==> config.mk <==
export PLATFORM = sky130hd
export DESIGN_NAME = integer_deque_with_search_top
export DESIGN_NICKNAME = d
export VERILOG_FILES = /design/src/sv/ids_pkg.sv /design/src/sv/ids_ram.sv /design/src/sv/ids_ctrl.sv /design/src/sv/ids_datapath.sv /design/src/sv/integer_deque_with_search_top.sv
export SDC_FILE = /design/constraint.sdc
export NUM_CORES = 2
export LEC_CHECK = 0
export ABC_AREA = 1
export ABC_CLOCK_PERIOD_IN_PS = 7600
export BUFFER_PORTS_ARGS = -buffer_cell sky130_fd_sc_hd__buf_2
export CELL_PAD_IN_SITES_DETAIL_PLACEMENT = 0
export CELL_PAD_IN_SITES_GLOBAL_PLACEMENT = 1
export CORE_AREA = 5 5 493 495
export DETAILED_ROUTE_END_ITERATION = 6
export DIE_AREA = 0 0 498 500
export PLACE_DENSITY = 0.68
export REMOVE_ABC_BUFFERS = 1
export SYNTH_ARGS = -nofsm -noshare
export SYNTH_HDL_FRONTEND = slang
export SYNTH_HIERARCHICAL = 1
export SYNTH_SLANG_ARGS = --single-unit
==> constraint.sdc <==
create_clock -name i_clk -period 7.6 [get_ports i_clk]
set_clock_uncertainty 0.15 [all_clocks]
set_input_delay 1.52 -clock i_clk [delete_from_list [all_inputs] [get_ports i_clk]]
set_output_delay 1.52 -clock i_clk [all_outputs]
set_load 0.005 [all_outputs]
==> src/sv/ids_pkg.sv <==
// shared types, codes and sizes for the integer deque with search
package ids_pkg;

    localparam int IDS_DEPTH = 64;
    localparam int CNT_W     = 7;
    localparam int POS_W     = 6;
    localparam int VAL_W     = 32;

    localparam logic [2:0] ACT_INS_BACK  = 3'd0;
    localparam logic [2:0] ACT_INS_FRONT = 3'd1;
    localparam logic [2:0] ACT_DEL_BACK  = 3'd2;
    localparam logic [2:0] ACT_COUNT     = 3'd3;
    localparam logic [2:0] ACT_FIND      = 3'd4;
    localparam logic [2:0] ACT_MAX       = 3'd5;
    localparam logic [2:0] ACT_ODD       = 3'd6;

    localparam logic [1:0] ST_OK        = 2'd0;
    localparam logic [1:0] ST_EMPTY     = 2'd1;
    localparam logic [1:0] ST_NOT_FOUND = 2'd2;
    localparam logic [1:0] ST_FULL      = 2'd3;

    typedef struct packed {
        logic [2:0]              action;
        logic signed [VAL_W-1:0] value;
    } t_in;

    typedef struct packed {
        logic [1:0]              status;
        logic [CNT_W-1:0]        entry_count;
        logic [POS_W-1:0]        position;
        logic                    has_prev;
        logic [POS_W-1:0]        prev_position;
        logic                    has_next;
        logic [POS_W-1:0]        next_position;
        logic signed [VAL_W-1:0] entry_value;
        logic                    last;
    } t_out;

    typedef struct packed {
        logic load;
        logic exec;
        logic scan;
        logic done;
    } t_cmd;

    typedef struct packed {
        logic out_free;
        logic start_scan;
        logic found;
        logic scan_end;
    } t_sts;

endpackage

==> src/sv/ids_ram.sv <==
// generic simple dual-port ram with registered read
module ids_ram #(
    parameter int WIDTH = 32,
    parameter int DEPTH = 64
) (
    input  logic                     i_clk,
    input  logic                     i_we,
    input  logic [$clog2(DEPTH)-1:0] i_waddr,
    input  logic [WIDTH-1:0]         i_wdata,
    input  logic                     i_re,
    input  logic [$clog2(DEPTH)-1:0] i_raddr,
    output logic [WIDTH-1:0]         o_rdata
);

    logic [WIDTH-1:0] r_mem [DEPTH];
    logic [WIDTH-1:0] r_rdata;

    always_ff @(posedge i_clk) begin
        if (i_we) begin
            r_mem[i_waddr] <= i_wdata;
        end
        if (i_re) begin
            r_rdata <= r_mem[i_raddr];
        end
    end

    assign o_rdata = r_rdata;

endmodule

==> src/sv/ids_ctrl.sv <==
// controller state machine: accept, execute, scan and final result phases
module ids_ctrl import ids_pkg::*; (
    input  logic i_clk,
    input  logic i_rst_n,
    input  logic i_in_valid,
    output logic o_in_stall,
    input  t_sts i_sts,
    output t_cmd o_cmd
);

    typedef enum logic [3:0] {
        S_IDLE = 4'b0001,
        S_EXEC = 4'b0010,
        S_SCAN = 4'b0100,
        S_DONE = 4'b1000
    } t_state;

    t_state r_state;
    t_state n_state;

    always_comb begin
        n_state = r_state;
        o_cmd   = '0;
        case (r_state)
            S_IDLE: begin
                o_cmd.load = i_in_valid;
                if (i_in_valid) begin
                    n_state = S_EXEC;
                end
            end
            S_EXEC: begin
                o_cmd.exec = 1'b1;
                if (i_sts.start_scan) begin
                    n_state = S_SCAN;
                end else if (i_sts.out_free) begin
                    n_state = S_IDLE;
                end
            end
            S_SCAN: begin
                o_cmd.scan = 1'b1;
                if (i_sts.found) begin
                    n_state = S_IDLE;
                end else if (i_sts.scan_end) begin
                    n_state = S_DONE;
                end
            end
            S_DONE: begin
                o_cmd.done = 1'b1;
                if (i_sts.out_free) begin
                    n_state = S_IDLE;
                end
            end
            default: begin
                n_state = S_IDLE;
            end
        endcase
    end

    always_ff @(posedge i_clk) begin
        if (!i_rst_n) begin
            r_state <= S_IDLE;
        end else begin
            r_state <= n_state;
        end
    end

    assign o_in_stall = (r_state != S_IDLE);

endmodule

==> src/sv/ids_datapath.sv <==
// datapath: ring store, pointers, scan registers and output register
module ids_datapath import ids_pkg::*; #(
    parameter int DEPTH = IDS_DEPTH
) (
    input  logic i_clk,
    input  logic i_rst_n,
    input  t_cmd i_cmd,
    output t_sts o_sts,
    input  t_in  i_in_data,
    output logic o_out_valid,
    input  logic i_out_stall,
    output t_out o_out_data
);

    localparam int SW = $clog2(DEPTH);
    localparam logic [CNT_W-1:0] FULL_CNT = CNT_W'(DEPTH);
    localparam logic [SW:0]      DEPTH_W  = (SW+1)'(DEPTH);
    localparam logic [SW-1:0]    LAST_SLOT = SW'(DEPTH - 1);

    logic [2:0]              r_action,   n_action;
    logic signed [VAL_W-1:0] r_value,    n_value;
    logic [SW-1:0]           r_front,    n_front;
    logic [CNT_W-1:0]        r_count,    n_count;
    logic [CNT_W-1:0]        r_iss_pos,  n_iss_pos;
    logic                    r_rd_vld,   n_rd_vld;
    logic [POS_W-1:0]        r_rd_pos,   n_rd_pos;
    logic [POS_W-1:0]        r_best_pos, n_best_pos;
    logic signed [VAL_W-1:0] r_best_val, n_best_val;
    logic                    r_pend_vld, n_pend_vld;
    logic [POS_W-1:0]        r_pend_pos, n_pend_pos;
    logic signed [VAL_W-1:0] r_pend_val, n_pend_val;
    logic                    r_out_vld;
    t_out                    r_out;

    logic                    ram_we;
    logic [SW-1:0]           ram_waddr;
    logic [VAL_W-1:0]        ram_wdata;
    logic                    ram_re;
    logic [SW-1:0]           ram_raddr;
    logic [VAL_W-1:0]        ram_q;
    logic signed [VAL_W-1:0] rd_val;

    logic       out_free, empty, full, is_scan, more, match, hold, found;
    logic       emit;
    t_out       res;
    logic [SW:0] rd_sum, bk_sum;
    logic [SW-1:0] rd_slot, bk_slot;

    ids_ram #(
        .WIDTH (VAL_W),
        .DEPTH (DEPTH)
    ) u_ram (
        .i_clk   (i_clk),
        .i_we    (ram_we),
        .i_waddr (ram_waddr),
        .i_wdata (ram_wdata),
        .i_re    (ram_re),
        .i_raddr (ram_raddr),
        .o_rdata (ram_q)
    );

    assign rd_val   = $signed(ram_q);
    assign out_free = !r_out_vld || !i_out_stall;
    assign empty    = (r_count == '0);
    assign full     = (r_count == FULL_CNT);
    assign is_scan  = (r_action == ACT_FIND) || (r_action == ACT_MAX) ||
                      (r_action == ACT_ODD);
    assign more     = (r_iss_pos < r_count);
    assign match    = r_rd_vld && (r_action == ACT_FIND) && (rd_val == r_value);

    // position to slot, wrapping once around the ring
    assign rd_sum  = {1'b0, r_front} + {1'b0, r_iss_pos[SW-1:0]};
    assign rd_slot = (rd_sum >= DEPTH_W) ? SW'(rd_sum - DEPTH_W) : rd_sum[SW-1:0];
    assign bk_sum  = {1'b0, r_front} + {1'b0, r_count[SW-1:0]};
    assign bk_slot = (bk_sum >= DEPTH_W) ? SW'(bk_sum - DEPTH_W) : bk_sum[SW-1:0];

    // a scan beat that has a result to give waits for the output register
    always_comb begin
        hold = 1'b0;
        if (i_cmd.scan && r_rd_vld && !out_free) begin
            if (r_action == ACT_FIND) begin
                hold = match;
            end else if (r_action == ACT_ODD) begin
                hold = ram_q[0] && r_pend_vld;
            end
        end
    end

    assign found = i_cmd.scan && (r_action == ACT_FIND) && match && out_free;

    always_comb begin
        n_action   = r_action;
        n_value    = r_value;
        n_front    = r_front;
        n_count    = r_count;
        n_iss_pos  = r_iss_pos;
        n_rd_vld   = r_rd_vld;
        n_rd_pos   = r_rd_pos;
        n_best_pos = r_best_pos;
        n_best_val = r_best_val;
        n_pend_vld = r_pend_vld;
        n_pend_pos = r_pend_pos;
        n_pend_val = r_pend_val;
        ram_we     = 1'b0;
        ram_waddr  = bk_slot;
        ram_wdata  = r_value;
        ram_re     = 1'b0;
        ram_raddr  = rd_slot;
        emit       = 1'b0;
        res        = '0;
        res.entry_count = r_count;
        res.last   = 1'b1;

        if (i_cmd.load) begin
            n_action = i_in_data.action;
            n_value  = i_in_data.value;
        end

        if (i_cmd.exec) begin
            case (r_action)
                ACT_INS_BACK, ACT_INS_FRONT: begin
                    if (out_free) begin
                        emit = 1'b1;
                        if (full) begin
                            res.status = ST_FULL;
                        end else begin
                            ram_we  = 1'b1;
                            n_count = r_count + 1'b1;
                            res.entry_count = r_count + 1'b1;
                            if (r_action == ACT_INS_FRONT) begin
                                n_front   = (r_front == '0) ? LAST_SLOT : r_front - 1'b1;
                                ram_waddr = n_front;
                            end
                        end
                    end
                end
                ACT_DEL_BACK: begin
                    if (out_free) begin
                        emit = 1'b1;
                        if (empty) begin
                            res.status = ST_EMPTY;
                        end else begin
                            n_count = r_count - 1'b1;
                            res.entry_count = r_count - 1'b1;
                        end
                    end
                end
                ACT_FIND, ACT_MAX, ACT_ODD: begin
                    if (empty) begin
                        if (out_free) begin
                            emit = 1'b1;
                            res.status = (r_action == ACT_MAX) ? ST_EMPTY : ST_NOT_FOUND;
                        end
                    end else begin
                        n_iss_pos  = '0;
                        n_rd_vld   = 1'b0;
                        n_pend_vld = 1'b0;
                    end
                end
                default: begin
                    emit = out_free;
                end
            endcase
        end

        if (i_cmd.scan && !hold) begin
            if (more && !match) begin
                ram_re    = 1'b1;
                n_iss_pos = r_iss_pos + 1'b1;
                n_rd_pos  = r_iss_pos[POS_W-1:0];
                n_rd_vld  = 1'b1;
            end else begin
                n_rd_vld  = 1'b0;
            end
            if (r_rd_vld) begin
                case (r_action)
                    ACT_FIND: begin
                        if (match) begin
                            emit              = 1'b1;
                            res.position      = r_rd_pos;
                            res.has_prev      = (r_rd_pos != '0);
                            res.prev_position = (r_rd_pos != '0) ? r_rd_pos - 1'b1 : '0;
                            res.has_next      = ({1'b0, r_rd_pos} + 1'b1) < r_count;
                            res.next_position = (({1'b0, r_rd_pos} + 1'b1) < r_count) ?
                                                r_rd_pos + 1'b1 : '0;
                            res.entry_value   = rd_val;
                        end
                    end
                    ACT_MAX: begin
                        if ((r_rd_pos == '0) || (rd_val > r_best_val)) begin
                            n_best_pos = r_rd_pos;
                            n_best_val = rd_val;
                        end
                    end
                    ACT_ODD: begin
                        if (ram_q[0]) begin
                            if (r_pend_vld) begin
                                emit            = 1'b1;
                                res.position    = r_pend_pos;
                                res.entry_value = r_pend_val;
                                res.last        = 1'b0;
                            end
                            n_pend_vld = 1'b1;
                            n_pend_pos = r_rd_pos;
                            n_pend_val = rd_val;
                        end
                    end
                    default: begin
                        n_rd_vld = 1'b0;
                    end
                endcase
            end
        end

        if (i_cmd.done && out_free) begin
            emit = 1'b1;
            case (r_action)
                ACT_MAX: begin
                    res.position    = r_best_pos;
                    res.entry_value = r_best_val;
                end
                ACT_ODD: begin
                    if (r_pend_vld) begin
                        res.position    = r_pend_pos;
                        res.entry_value = r_pend_val;
                    end else begin
                        res.status = ST_NOT_FOUND;
                    end
                end
                default: begin
                    res.status = ST_NOT_FOUND;
                end
            endcase
        end
    end

    always_ff @(posedge i_clk) begin
        if (!i_rst_n) begin
            r_front    <= '0;
            r_count    <= '0;
            r_rd_vld   <= 1'b0;
            r_pend_vld <= 1'b0;
            r_out_vld  <= 1'b0;
        end else begin
            r_front    <= n_front;
            r_count    <= n_count;
            r_rd_vld   <= n_rd_vld;
            r_pend_vld <= n_pend_vld;
            if (emit) begin
                r_out_vld <= 1'b1;
            end else if (!i_out_stall) begin
                r_out_vld <= 1'b0;
            end
        end
    end

    always_ff @(posedge i_clk) begin
        r_action   <= n_action;
        r_value    <= n_value;
        r_iss_pos  <= n_iss_pos;
        r_rd_pos   <= n_rd_pos;
        r_best_pos <= n_best_pos;
        r_best_val <= n_best_val;
        r_pend_pos <= n_pend_pos;
        r_pend_val <= n_pend_val;
        if (emit) begin
            r_out <= res;
        end
    end

    assign o_sts.out_free   = out_free;
    assign o_sts.start_scan = is_scan && !empty;
    assign o_sts.found      = found;
    assign o_sts.scan_end   = !r_rd_vld && !more;

    assign o_out_valid = r_out_vld;
    assign o_out_data  = r_out;

endmodule

==> src/sv/integer_deque_with_search_top.sv <==
// top level of the integer deque with search: controller and datapath
// Bounded deque of signed 32-bit values kept in a ring of DEPTH slots in one
// simple dual-port ram. One action is taken at a time: an action beat is taken
// only while the block is idle. Insert, delete, count or any action on an
// empty list is executed from the registered action and gives its single
// result through the output register. Search, maximum and odd listing walk
// the stored entries through the single ram read port, one read per cycle,
// and the next action beat is taken only once the walk and its result are
// through; a search ends early at its first match, and a search or an odd
// listing pauses while a pending result cannot enter the output register.
// The odd listing gives one result beat per odd entry, the final one with
// last set, or a single not-found beat when there is none. The store needs
// no clearing after reset: only positions below the count are read.
module integer_deque_with_search_top import ids_pkg::*; #(
    parameter int DEPTH = IDS_DEPTH
) (
    input  logic i_clk,
    input  logic i_rst_n,
    input  logic i_in_valid,
    output logic o_in_stall,
    input  t_in  i_in_data,
    output logic o_out_valid,
    input  logic i_out_stall,
    output t_out o_out_data
);

    t_cmd cmd;
    t_sts sts;

    ids_ctrl u_ctrl (
        .i_clk      (i_clk),
        .i_rst_n    (i_rst_n),
        .i_in_valid (i_in_valid),
        .o_in_stall (o_in_stall),
        .i_sts      (sts),
        .o_cmd      (cmd)
    );

    ids_datapath #(
        .DEPTH (DEPTH)
    ) u_datapath (
        .i_clk       (i_clk),
        .i_rst_n     (i_rst_n),
        .i_cmd       (cmd),
        .o_sts       (sts),
        .i_in_data   (i_in_data),
        .o_out_valid (o_out_valid),
        .i_out_stall (i_out_stall),
        .o_out_data  (o_out_data)
    );

endmodule
; ---- Word-level counts from Yosys, hierarchy flattened
; Memories as Yosys holds them, arrays and structs flattened. A register that Yosys moved wholly into a read port is not among the register bits.
; Index checks and enable logic that the tools add are counted.
[word_totals]
ramBits = 2048
memories = 1
elab_cells = 202
input_bits = 39
out_inout_bits = 64
register_bits = 205
[memory_table]
columns = memory, words, width, rd, rd_ports_with_merged_regs, write_ports, line
row1 = u_datapath.u_ram.r_mem, 64, 32, 1, 1, 1, ids_ram.sv:15  ; logic [WIDTH-1:0] r_mem [DEPTH];
[op_classes]
n_addsub = 11
magnitude_cmp = 5
bitwise_logic = 1
n_reduce_logical = 46
eq_ne = 18
n_mux = 97
[ops]
columns = op, n
row1 = 32-bit one-hot mux with 2 select lines, 2
row2 = 53-bit two-way mux, 2
row3 = 6-bit two-way mux, 14
row4 = 33-bit two-way mux, 2
row5 = 32-bit two-way mux, 2
row6 = 7-bit two-way mux, 9
row7 = 52-bit two-way mux, 1
row8 = 1-bit two-way mux, 41
row9 = 32-bit equality test, 1
row10 = 32-bit greater-than comparator, 1
row11 = 7-bit one-hot mux with 2 select lines, 2
row12 = 9-bit two-way mux, 3
row13 = 6-bit one-hot mux with 2 select lines, 2
row14 = "6-bit by 1-bit subtractor with 6-bit output, second input constant", 4
row15 = 4-bit two-way mux, 5
row16 = 4-bit one-hot mux with 4 select lines, 1
row17 = 4-bit AND reduction, 4
row18 = 5-bit AND reduction, 3
row19 = 6-bit by 6-bit adder with 7-bit output, 2
row20 = "7-bit by 1-bit adder with 7-bit output, second input constant", 2
row21 = "7-bit greater-or-equal comparator, second input constant", 2
row22 = 7-bit < comparator, 2
row23 = 14-bit two-way mux, 1
row24 = 1-bit logical AND, 13
row25 = 31 further kinds, 57

; ---- Longest topological paths before layout
[depth]
depth_word = 13
depth_mapped = 17
depth_no_buf = 17

; ---- Cells and area by module
; Netlist, hierarchy kept.
[by_module_without_submodules]
columns = mod, cells_per_inst, n_inst, area_per_inst_um2, seq_area_each_um2
row1 = ids_ram, 6785, 1, 83106.0, 62459.9
row2 = ids_datapath, 1171, 1, 11327.1, 5805.6
row3 = ids_ctrl, 60, 1, 330.3, 80.1

; ---- Least setup slack after synthesis
; OpenSTA, ideal clock, no wires.
[synth_path]
kind = input-to-reg
startpoint = input i_out_stall
endpoint = memory u_datapath.u_ram.r_mem[61][0], enable pin
arrival_time_ps = 5221
setup_slack_ps = 1768
setup_ps = 461
cell_stages = 13
t_required_ps = 6989
n_path_buf = 2
cell_sequence = nand2_1 clkbuf_1 nand2_1 nor3_2 nand2_1 buf_2 o21ai_0 a21oi_1 nor2_1 nand2_1 inv_1 nand2_1 nor3_1
[synth_via]
elab_chain_len = 7
elab_cells_between_ends = 10
cone_classes = mux (8) / reduce/logical (2)
[synth_rtl]
columns = element, line
row1 = start: declaration, integer_deque_with_search_top.sv:23  ; input logic i_out_stall,
row2 = 1-bit logical NOT, ids_datapath.sv:63  ; assign out_free = !r_out_vld || !i_out_stall;
row3 = 1-bit logical OR, ids_datapath.sv:63
row4 = named net u_datapath.out_free, ids_datapath.sv:43  ; logic out_free, empty, full, is_scan, more, match, hold, found;
row5 = 1-bit two-way mux, ids_datapath.sv:122  ; if (out_free) begin
row6 = 1-bit two-way mux, ids_datapath.sv:120  ; case (r_action)
row7 = 1-bit two-way mux, ids_datapath.sv:119  ; if (i_cmd.exec) begin
row8 = named net u_datapath.ram_we, ids_datapath.sv:35  ; logic ram_we;
row9 = 1-bit two-way mux, ids_ram.sv:19  ; if (i_we) begin
row10 = 1-bit two-way mux (not written as such), ids_ram.sv:20  ; r_mem[i_waddr] <= i_wdata;
row11 = end: declaration, ids_ram.sv:15
; The timed path passes the listed nets, and every way through them passes these cells.

; ---- Worst setup path after layout
[layout_path]
startpoint = register u_datapath.r_count[3]
endpoint = memory u_datapath.u_ram.r_mem[25][14], enable pin
[layout_via]
elab_cells_between_ends = 16
cone_classes = add/sub (2) / order compare (1) / eq/ne (1) / mux (12)
[layout_rtl]
columns = element, line
row1 = start: declaration, ids_datapath.sv:23  ; logic [CNT_W-1:0] r_count, n_count;
row2 = start signal: assignment, ids_datapath.sv:246  ; r_count <= n_count;
row3 = 7-bit equality test, ids_datapath.sv:65  ; assign full = (r_count == FULL_CNT);
row4 = 1-bit two-way mux, ids_datapath.sv:124  ; if (full) begin
row5 = 1-bit two-way mux, ids_datapath.sv:122
row6 = 1-bit two-way mux, ids_datapath.sv:120
row7 = 1-bit two-way mux, ids_datapath.sv:119
row8 = named net u_datapath.ram_we, ids_datapath.sv:35
row9 = 1-bit two-way mux, ids_ram.sv:19
row10 = 1-bit two-way mux (not written as such), ids_ram.sv:20
; The timed path passes the listed nets, and every way through them passes these cells.

==> results summary <==
Of all cell types, the one taking the most synthesized area is sky130_fd_sc_hd__edfxtp_1. The number of buffers on the longest clock path is 3. In this run the power density over the cells is between 200 and 250 nW/µm². The transition time of the tightest slew-check pin came out at around 1.2 ns. By area the synthesized netlist is led by sky130_fd_sc_hd__edfxtp_1, sky130_fd_sc_hd__nand3_1, sky130_fd_sc_hd__nand2_1. The worst register-to-register path begins at u_datapath/r_count[3]$_SDFFE_PN0P_.

The met1 wire length came out at 125000 µm. Of the total power, the share spent switching nets is 0.232. The number of design rule violations left after detail routing came out at 0.

The startpoint identified for the worst hold timing path is u_datapath/r_pend_vld$_SDFF_PN0_. The post-CTS setup buffer count came out at 0. The complex-gate fraction of the synthesized area is 0.0142.

For this design the total switching power over the nets is 0.00614 W. The worst-case vdd ir drop is ~220 µV. The first-pass GRT wire length is approximately 420000 µm. The post-synthesis area per instance is around 12 µm². The endpoint kind of the worst setup timing path is a flip-flop. The quantity of gates resized following cts came out at 0.

The count of flip-flops with a built-in enable after synthesis came out at approximately 2300. The relative contribution of the clock network to total power came out at 0.413. The clock transition at the register clock pins on the worst setup and hold paths after CTS is 0.06 ns.

Counting both buffers and inverters, the worst setup path holds a total of 5. The die is between 400 and 500 µm wide. The flop and latch count out of synthesis came out at roughly 2300. By instance count, the cell type seen most on the critical path is sky130_fd_sc_hd__inv_1. The adder-cell area share of the yosys netlist is 0.00874. The global placer's final weighted congestion is around 0.9. The post-synthesis cell area is 94800 µm².

Of the total power, registers draw 0.527. The total CTS buffers came out at around 230. The final critical-path required period came out at around 5.3 ns.

Static timing analysis puts the maximum clock frequency at between 150 and 200 MHz. The combinational share of power came out at 0.060. The number of vias per cell is between 5 and 6. The count of pins over their slew limit is 0. In the detailed route, the total length drawn on met2 is 130000 µm. The final worst-path cycle share is 0.694.

The gate count of the mapped netlist is 8016. The most frequent standard cell in the layout excluding fill and tap cells is sky130_fd_sc_hd__nand2_1. The leakage power is approximately 37 nW.

Across all setup checks in the final design, the least slack found is 2.32 ns. The estimated wirelength of the detail-placed design came out at between 150000 and 200000 µm. The die outline height came out at roughly 500 µm. The core region area came out at roughly 240000 µm². For the worst-skew pair, the clock arrives at the later sink with an insertion delay of ~0.9 ns.

Leaving out fill and tap cells, the most frequent cells in the layout are sky130_fd_sc_hd__nand2_1, sky130_fd_sc_hd__edfxtp_1, sky130_fd_sc_hd__nand3_1. Setup repair after global routing left no endpoint under its margin. Setup violations remaining at the end of the flow were counted as 0. The share of the core filled with cells is 0.447.

The critical path is of the reg2reg type. The pin count of the biggest net entering global routing is ~170. The max-slew headroom at the worst pin is 0.180. The number of buffers added on ports came out at approximately 100. The cell-internal power came out at ~0.020 W. The dominant register cell in the synthesized netlist is sky130_fd_sc_hd__edfxtp_1. Row generation in the floorplan step produced between 150 and 200 rows. The initial utilization of the core area, before any placement, comes to 0.399. The global route total overflow came out at 0.

The starting DRC count in detailed routing came out at around 7400. The number of clock sinks seen by CTS came out at between 2000 and 2500. TritonCTS built the clock tree. Of the post-synthesis cell area, the part taken by muxes is 0. The tree is rooted in a sky130_fd_sc_hd__clkbuf_16.

The most critical setup path has its startpoint at u_datapath/r_count[3]$_SDFFE_PN0P_. The data required time at the worst endpoint is between 8 and 9 ns. The post-placement worst setup slack came out at approximately 1.6 ns. Of the post-synthesis cell area, the dominant cell type holds 0.716. The maximum single-stage delay on the critical path is around 1.0 ns. The final route contains 62840 vias. In this run, distinct cell masters in the synthesized netlist total between 50 and 60. The highest metal layer carrying signal wires in the routed design is met4. The share of synthesized area occupied by flip-flops and latches is 0.721.

The wire length on met3 is 24700 µm. The number of nets at the end of the flow is roughly 8200. The detail route stage leaves a number of antenna-violating nets equal to 0.

For the worst setup path, the data arrival time is between 5 and 6 ns. The synthesis warning total came out at 6. Of the cells placed in the final design, the portion with a size suffix greater than 1 is 0.0944. The filler cell count in the final layout came out at approximately 22000. The area of the die came out at approximately 250000 µm². The total I/O pin count is between 100 and 150. The all-layer global routing usage came out at 0.227.

The H-tree generated during clock tree synthesis spans 4 levels. The share of synthesized flip-flops with an asynchronous set or reset came out at 0. The final hold violation count is 0. The via count of the first global-routing pass is 58644. The nature of the critical path startpoint is a flip-flop.

Before antenna repair, the detailed router went through 6 iterations. On the critical path the largest part of the delay comes from simple AND/OR/NAND/NOR gates. The tightest min-delay check is of the reg2reg type. Walking the worst path, the cells encountered are inv_1, nand2_1, inv_1, nand3_1, nor2_1, nor3_2, buf_4, nand2_1, inv_1, o21ai_0, nand3_1, nor2_4, buf_4. The initial antenna violation count is 17.

After synthesis, the largest family of logic cells by area is simple AND/OR/NAND/NOR gates. The number of buffers added to fix hold violations after cts is 0. The XOR/XNOR share of the synthesized area is 0.00397. The area growth from synthesis to layout is 12.1%. The slowest stage of the critical path belongs to the cell sky130_fd_sc_hd__nor2_4. The maximum fanout along the worst path came out at 23. The max-cap check violation count came out at 0.

Summed over all layers, the routed wires come to between 200000 and 300000 µm. The area share of and/or/nand/nor cells after synthesis came out at 0.217. The average wire per standard cell is about 25 µm.

The flow ran to the end, and the final reports show no timing, DRC or antenna violations.
## synth_stat cells (all sizes together), types with 18 or more instances
library cell	count
buf	384
a22oi	35
a21oi	83
edfxtp	2258
o21ai	74
nor2	153
dfxtp	27
xor2	25
clkbuf	100
xnor2	18
nand3	1982
nand2	2551
nor3	27
inv	188
ha	63
## path summary, 6_finish.rpt
check,end,slack (ns),depth (start not counted)
max,u_datapath/u_ram/r_mem[25][14]$_DFFE_PP_,2.32,13
max reg2reg,u_datapath/u_ram/r_mem[25][14]$_DFFE_PP_,2.32,13
min reg2reg,u_datapath/r_pend_vld$_SDFF_PN0_,0.37,2
min,u_datapath/r_pend_vld$_SDFF_PN0_,0.37,2
## power by group through the flow
| stage | registers (W) | clock network [W] | logic (W) |
|---|---|---|---|
| 4_1_cts | 0.0140 | 0.0112 | 0.00158 |
| 2_1_floorplan | 0.0143 | 0 | 0.000875 |
| 5_1_grt | 0.0140 | 0.0117 | 0.00169 |
| 3_5_place_dp | 0.0142 | 0 | 0.00157 |
| 3_3_place_gp | 0.0142 | 0 | 0.00156 |
| 6_report | 0.0140 | 0.0110 | 0.00159 |
## worst min-delay path: cells and delay by family, from the launching register on
family / cells / cell delay, ns
AND/OR/NAND/NOR: 1 / 0.07
flip-flops: 1 / 0.34
AO/OA/AOI/OAI: 1 / 0.06
## stage by stage
stage | TNS, ns | hold WS, ns | total power [W] | cell area [µm²] | std cells
after floorplan | -1130.87 | 0.331 | 0.0152 | 92200 | 7530
after global placement | 0 | 0.342 | 0.0158 | 98900 | 10986
after detailed placement | 0 | 0.355 | 0.0158 | 98900 | 10986
after CTS | 0 | 0.364 | 0.0267 | 106000 | 11407
after global routing | 0 | 0.376 | 0.0273 | 106000 | 11408
final | 0 | 0.367 | 0.0265 | 106000 | 11418
## final cells by class
class	count	area (µm²)	area share
flip-flops and latches	2285	68300	0.643
inverters	189	753	0.00709
clock buffers	284	5970	0.0562
well taps	3167	3960	0.0373
clock inverters	137	1310	0.0124
repair buffers	289	2160	0.0204
diodes	11	27.5	0.000259
multi-input cells	5056	23700	0.223
## routing by layer
metal / track usage / up-vias
li1: - / 28424
met1: 0.326 / 31253
met2: 0.345 / 2715
met3: 0.0430 / 448
met4: 0.0828 / 0
met5: 0 / -
## registers in the layout, summed over array words and instances (netlist names)
signal / count
u_datapath/r_best_pos: 6
u_datapath/o_out_valid: 1
u_datapath/r_rd_pos: 6
u_datapath/r_value: 32
u_datapath/r_best_val: 32
u_datapath/o_out_data: 62
u_datapath/r_pend_val: 31
u_datapath/r_count: 7
u_datapath/r_pend_vld: 1
u_datapath/r_action: 3
u_datapath/u_ram/r_mem: 2048
u_datapath/u_ram/o_rdata: 32
u_datapath/r_pend_pos: 6
u_datapath/r_front: 6
u_ctrl/r_state: 4
u_datapath/r_iss_pos: 7
u_datapath/r_rd_vld: 1
## kinds of logic (layout without fill, tap and decap cells)
group	count (synthesis)	after routing
flip-flops	2285	2285
AO/OA/AOI/OAI	214	214
XOR/XNOR	43	43
buffers and inverters	675	899
adder cells (fa/ha/maj)	65	65
other	0	11
AND/OR/NAND/NOR	4734	4734
(Power assumes the default switching activity.)
